===== src/hw/rtl/assert_macros.svh =====
// Assertion helpers shared by the RTL.
`ifndef ASSERT_MACROS_SVH
`define ASSERT_MACROS_SVH
`ifndef SYNTHESIS
`define ASSERT_CLK(label, clk, rst, prop) \
   label: assert property (@(posedge clk) disable iff (rst) (prop)) else $error("assertion failed");
`define ASSERT_NEVER(label, clk, rst, expr) \
   label: assert property (@(posedge clk) disable iff (rst) !(expr)) else $error("assertion failed");
`else
`define ASSERT_CLK(label, clk, rst, prop)
`define ASSERT_NEVER(label, clk, rst, expr)
`endif
`endif


===== src/hw/rtl/lfs_divider.sv =====
// Restoring divider, one quotient bit per cycle: 51-bit dividend, 26-bit divisor.
module lfs_divider (
   input  logic clock,
   input  logic reset,
   input  logic start,
   input  logic [50:0] dividend,
   input  logic [25:0] divisor,
   output logic done,
   output logic [50:0] quotient
);
   logic [50:0] quo_ff, quo_in;
   logic [26:0] rem_ff, rem_in;
   logic [25:0] dvs_ff, dvs_in;
   logic [5:0] cnt_ff, cnt_in;
   logic busy_ff, busy_in, done_ff, done_in;
   logic [26:0] trial;
   logic [27:0] diff;

   always_comb begin
      trial = {rem_ff[25:0], quo_ff[50]};
      diff = {1'b0, trial} - {2'b00, dvs_ff};
      quo_in = quo_ff;
      rem_in = rem_ff;
      dvs_in = dvs_ff;
      cnt_in = cnt_ff;
      busy_in = busy_ff;
      done_in = 1'b0;
      if (start) begin
         quo_in = dividend;
         rem_in = '0;
         dvs_in = divisor;
         cnt_in = 6'd51;
         busy_in = 1'b1;
      end else if (busy_ff) begin
         if (!diff[27]) begin
            rem_in = diff[26:0];
            quo_in = {quo_ff[49:0], 1'b1};
         end else begin
            rem_in = trial;
            quo_in = {quo_ff[49:0], 1'b0};
         end
         cnt_in = cnt_ff - 6'd1;
         if (cnt_ff == 6'd1) begin
            busy_in = 1'b0;
            done_in = 1'b1;
         end
      end
   end

   always_ff @(posedge clock) begin
      quo_ff <= quo_in;
      rem_ff <= rem_in;
      dvs_ff <= dvs_in;
      cnt_ff <= cnt_in;
      if (reset) begin
         busy_ff <= 1'b0;
         done_ff <= 1'b0;
      end else begin
         busy_ff <= busy_in;
         done_ff <= done_in;
      end
   end

   assign done = done_ff;
   assign quotient = quo_ff;
endmodule


===== config.mk =====
export PLATFORM = sky130hd
export DESIGN_NAME = lfs_divider
export DESIGN_NICKNAME = d
export VERILOG_FILES = /design/src/hw/rtl/assert_macros.svh /design/src/hw/rtl/lfs_divider.sv
export SDC_FILE = /design/constraint.sdc
export NUM_CORES = 1
export LEC_CHECK = 0
export BUFFER_PORTS_ARGS = -buffer_cell sky130_fd_sc_hd__buf_4
export CAP_MARGIN = 15
export CORE_MARGIN = 4
export CORE_UTILIZATION = 59
export CTS_CLUSTER_SIZE = 8
export DETAILED_ROUTE_END_ITERATION = 10
export PLACE_DENSITY = 0.94
export SKIP_CTS_REPAIR_TIMING = 1
export SYNTH_ARGS = -nofsm -noshare
export SYNTH_HDL_FRONTEND = slang
export SYNTH_SLANG_ARGS = --single-unit

===== constraint.sdc =====
create_clock -name clock -period 6.1 [get_ports clock]
set_input_delay 1.83 -clock clock [delete_from_list [all_inputs] [get_ports clock]]
set_output_delay 1.83 -clock clock [all_outputs]
set_load 0.03 [all_outputs]

[Yosys cells after proc, flatten, opt, wreduce, memory -nomap -nowiden]
Index checks and enable logic that the tools add are counted.
Word-level totals
  output and inout port bits: 52
  word-level logic and storage cells: 20
  bits in registers: 111
  bits of input ports: 80
Operators by class
  reductions and logical operators: 2
  mux-type cells: 8
  add/subtract/negate cells: 2
  bitwise gates (word level): 1
  equal/unequal tests: 1
Operator list (number)
  $mux W51: 2
  $sub A27 B26 Y28: 1
  $mux W26: 1
  $eq A6 B1 Y1 const B: 1
  $sub A6 B1 Y6 const B: 1
  $mux W1: 5
  $reduce_or A3 Y1: 1
  $reduce_bool A2 Y1: 1
  $not A1 Y1: 1

[Longest topological paths before layout]
  word-level depth: 4
  mapped depth: 13
  gate-level depth less buffers: 12

[Worst setup path after synthesis]
No wires, ideal clock.
  path kind: input port to flip-flop
  from: input start
  to: register quo_ff[0] (netlist: quotient[0]) (enable)
  required time: 5695 ps
  slack: 2458 ps
  arrival: 3236 ps
  setup time: 405 ps
  buffers on the path: 1
  cell stages on the path: 3
  cell sequence: clkbuf_1 > nor2_1 > inv_1
On the way
  cells in the longest elaborated chain, start to end: 1
RTL lines
  from (decl): RTL line lfs_divider.sv:5  | input logic start,
  $reduce_bool A2 Y1 (no line)
  to (signal assigned): RTL line lfs_divider.sv:51  | quo_ff <= quo_in;
  to (decl): RTL line lfs_divider.sv:11  | logic [50:0] quo_ff, quo_in;
Every way passes these cells.
A chain may end at the register's enable or synchronous reset.

==> results.sh <==
export IMPL_status="complete, no violations"
export IMPL_ys_ff_latch=111
export IMPL_cp_cell_sequence="buf_4, buf_4, nor2b_1, a32oi_1, o21ai_0"
export IMPL_overflow=0
export IMPL_reg2reg_depth=12
export IMPL_worst_pin_slew_ps=1030
export IMPL_synth_edf_count=77
export IMPL_dieArea_um2=11600
export IMPL_power_total_uw=1850
export IMPL_ys_types=61
export IMPL_synthFlopType="edfxtp_1"
export IMPL_coreArea_um2=9730
export IMPL_ys_warn_count=0
export IMPL_io_pins=132
export IMPL_drt_vias_per_instance=5.85
export IMPL_rows=36
export IMPL_min_delay_path_depth=2
export IMPL_grt_max_degree=75
export IMPL_synth_async_reset_ratio_pct=0
export IMPL_crit_type="input port to flop"
export IMPL_arrival_ps=3560
export IMPL_hold_violations=0
export IMPL_drt_iter0_markers=310
export IMPL_clk_latency_ps=390
export IMPL_endpoint_kind="flop"
export IMPL_dp_hpwl_um=9780
export IMPL_slowest_delay_ps=740
export IMPL_cts_sinks=111
export IMPL_htreeDepth=3
export IMPL_grt_pass1_wl_um=22000
export IMPL_clockRootBuffer="clkbuf_8"
export IMPL_cap_violations=0
export IMPL_hp_class="flop to flop"
export IMPL_insertedDiodeCount=0
export IMPL_power_frac_seq_pct=50.0
export IMPL_cp_start_kind="input port"
export IMPL_drt_pre_antenna_iters=5
export IMPL_cp_max_fo=74
export IMPL_port_buffers=131
export IMPL_slew_headroom_pct=31.0
export IMPL_report_final_slew_viol_count=0
export IMPL_grt_usage_pct=24.5
export IMPL_start_util_pct=60.1
export IMPL_ir_drop_uv=180
export IMPL_place_gp_congestion=0.881
export IMPL_drc_errors=0
export IMPL_ff_latch_area_um2=2990
export IMPL_antenna_found_initial=0
export IMPL_power_switching_uw=568
export IMPL_die_y_um=108
export IMPL_num_fill_cells=651
export IMPL_fmax_mhz=303
export IMPL_finalWorstSetupSlack_ps=2800
export IMPL_pwr_share_clk_pct=25.0
export IMPL_cts_buffers=9
export IMPL_clockBufferDepth=2
export IMPL_finalSetupTns_ps=0
export IMPL_drive_gt1_share_pct=33.5
export IMPL_skew_ps=20.1
export IMPL_synth_area_um2=5850
export IMPL_reg2reg_slack_ps=2830
export IMPL_antenna_left=0
export IMPL_rsz0062_at_grt="no"
export IMPL_area_growth_pct=21.7
export IMPL_critPathSlowestCell="buf_4"
export IMPL_post_route_period_util_pct=54.1
export IMPL_power_frac_comb_pct=25.0
export IMPL_netlist_instances=518
export IMPL_die_width_um=108
export IMPL_yosysSeqAreaShare_pct=51.2
export IMPL_wire_per_inst_um=18.0
export IMPL_multi_input_area_um2=2620
export IMPL_vias=4542
export IMPL_cts_tree="done"
export IMPL_syn_nets=627
export IMPL_crit_top_cell="buf_4"
export IMPL_layout_nets=748
export IMPL_powerDensity_nw_per_um2=259
export IMPL_p_sw_share_pct=30.8
export IMPL_p_int_uw=1280
export IMPL_period_minus_slack_ps=3300
export IMPL_grt_pass1_vias=4551
export IMPL_drt_wl_total_um=14000
export IMPL_dp_slack_ps=2380
export IMPL_setup_viol=0
export IMPL_power_leakage_uw=0.00293
export IMPL_clk_pin_slew_ps=100
export IMPL_critPathRequiredTime_ps=6360
export IMPL_syn_avg_cell_area_um2=11.3
## power by group through the flow
| stage | logic, µW | clock network (µW) | registers, µW |
|---|---|---|---|
| after floorplan | 236 | 0 | 998 |
| after global placement | 439 | 0 | 934 |
| after detailed placement | 456 | 0 | 936 |
| after CTS | 460 | 468 | 923 |
| after global routing | 498 | 497 | 929 |
| final | 462 | 461 | 923 |
## critical path: cells and delay by family
family,cells,cell delay [ps]
simple gates,1,230
compound gates,2,350
buf+inv,2,1110
## flip-flops by register name, summed over array words and instances, names as in the netlist
| signal | count |
|---|---|
| rem_ff | 26 |
| cnt_ff | 6 |
| done | 1 |
| dvs_ff | 26 |
| quotient | 51 |
| busy_ff | 1 |
## synth_stat cells, types with 4 or more instances
cell type | instances | area, µm²
buf_1 | 4 | 15.0
a211oi_1 | 6 | 45.0
edfxtp_1 | 77 | 2310
and4_1 | 4 | 35.0
a21oi_1 | 19 | 95.1
mux2_2 | 50 | 563
dfxtp_1 | 34 | 681
a21o_1 | 6 | 45.0
o211ai_1 | 9 | 67.6
o21a_1 | 6 | 45.0
o21ai_0 | 17 | 85.1
nor2b_1 | 7 | 43.8
xor2_1 | 5 | 43.8
clkbuf_1 | 13 | 48.8
nor3_1 | 10 | 50.1
inv_1 | 35 | 131
mux2i_1 | 6 | 60.1
xnor2_1 | 12 | 105
ha_1 | 28 | 350
nand3_1 | 6 | 30.0
or3_1 | 4 | 25.0
nand2_1 | 43 | 161
nor2_1 | 38 | 143
nand2b_1 | 9 | 56.3
a311oi_1 | 11 | 96.3
## path summary, 6_finish.rpt
path / endpoint / startpoint
min reg2reg: rem_ff[15] / rem_ff[14]
max reg2reg: rem_ff[10] / quotient[50]
max: rem_ff[23] / start
min: rem_ff[15] / rem_ff[14]
## cells by family after synthesis
family	Yosys count	share of synthesized area [%]
buffers and inverters	60	4.13
muxes	57	10.9
adders and majority gates	29	6.33
AOI/OAI and AO/OA	113	14.5
xor gates and xnor gates	17	2.55
and+or+nand+nor	131	10.4
DFF	111	51.2
## per-layer routing
layer / wire [µm] / vias up / GRT usage, % / share of wire (%)
li1: - / 2156 / - / -
met1: 5480 / 2175 / 29.3 / 39
met2: 7020 / 186 / 41.8 / 50
met3: 1100 / 25 / 6.84 / 7.9
met4: 353 / 0 / 9.56 / 2.5
met5: 0 / - / 0 / 0
## per-stage QoR
step	util, %	instance area, µm²	hold WS [ps]	instances
2_1_floorplan	-	5850	453	518
3_3_place_gp	71.1	6920	482	761
3_5_place_dp	71.1	6920	490	761
4_1_cts	73.2	7120	515	777
5_1_grt	73.2	7120	530	777
6_report	73.2	7120	513	777
## area by class of cell
| class | instances | area share, % |
|---|---|---|
| clock buffer | 9 | 1.74 |
| clock inverter | 7 | 1.12 |
| inverter | 36 | 1.90 |
| multi-input combinational | 347 | 36.7 |
| sequential | 111 | 42.0 |
| tap | 133 | 2.34 |
| timing repair buffer | 134 | 14.1 |
## cell usage in the layout (no fill, tap or decap), types with 3 or more instances in the layout
| master | instances |
|---|---|
| o21a_1 | 6 |
| ha_1 | 28 |
| nand2b_1 | 9 |
| xor2_1 | 5 |
| mux2_2 | 50 |
| xnor2_1 | 12 |
| and4_1 | 4 |
| dfxtp_1 | 34 |
| a311oi_1 | 11 |
| a311oi_2 | 3 |
| buf_4 | 134 |
| nor3_1 | 10 |
| clkinvlp_4 | 3 |
| inv_1 | 34 |
| a211oi_1 | 6 |
| mux2i_1 | 6 |
| nor2b_1 | 7 |
| nor2_1 | 38 |
| o211ai_1 | 9 |
| clkbuf_8 | 9 |
| a221oi_1 | 3 |
| or3_1 | 4 |
| a21oi_1 | 19 |
| a21o_1 | 6 |
| o21ai_0 | 17 |
| nand3_1 | 6 |
| nand2_1 | 43 |
| edfxtp_1 | 77 |
| a211o_1 | 3 |
| o21bai_1 | 3 |
Power figures use the tool's default switching activity.
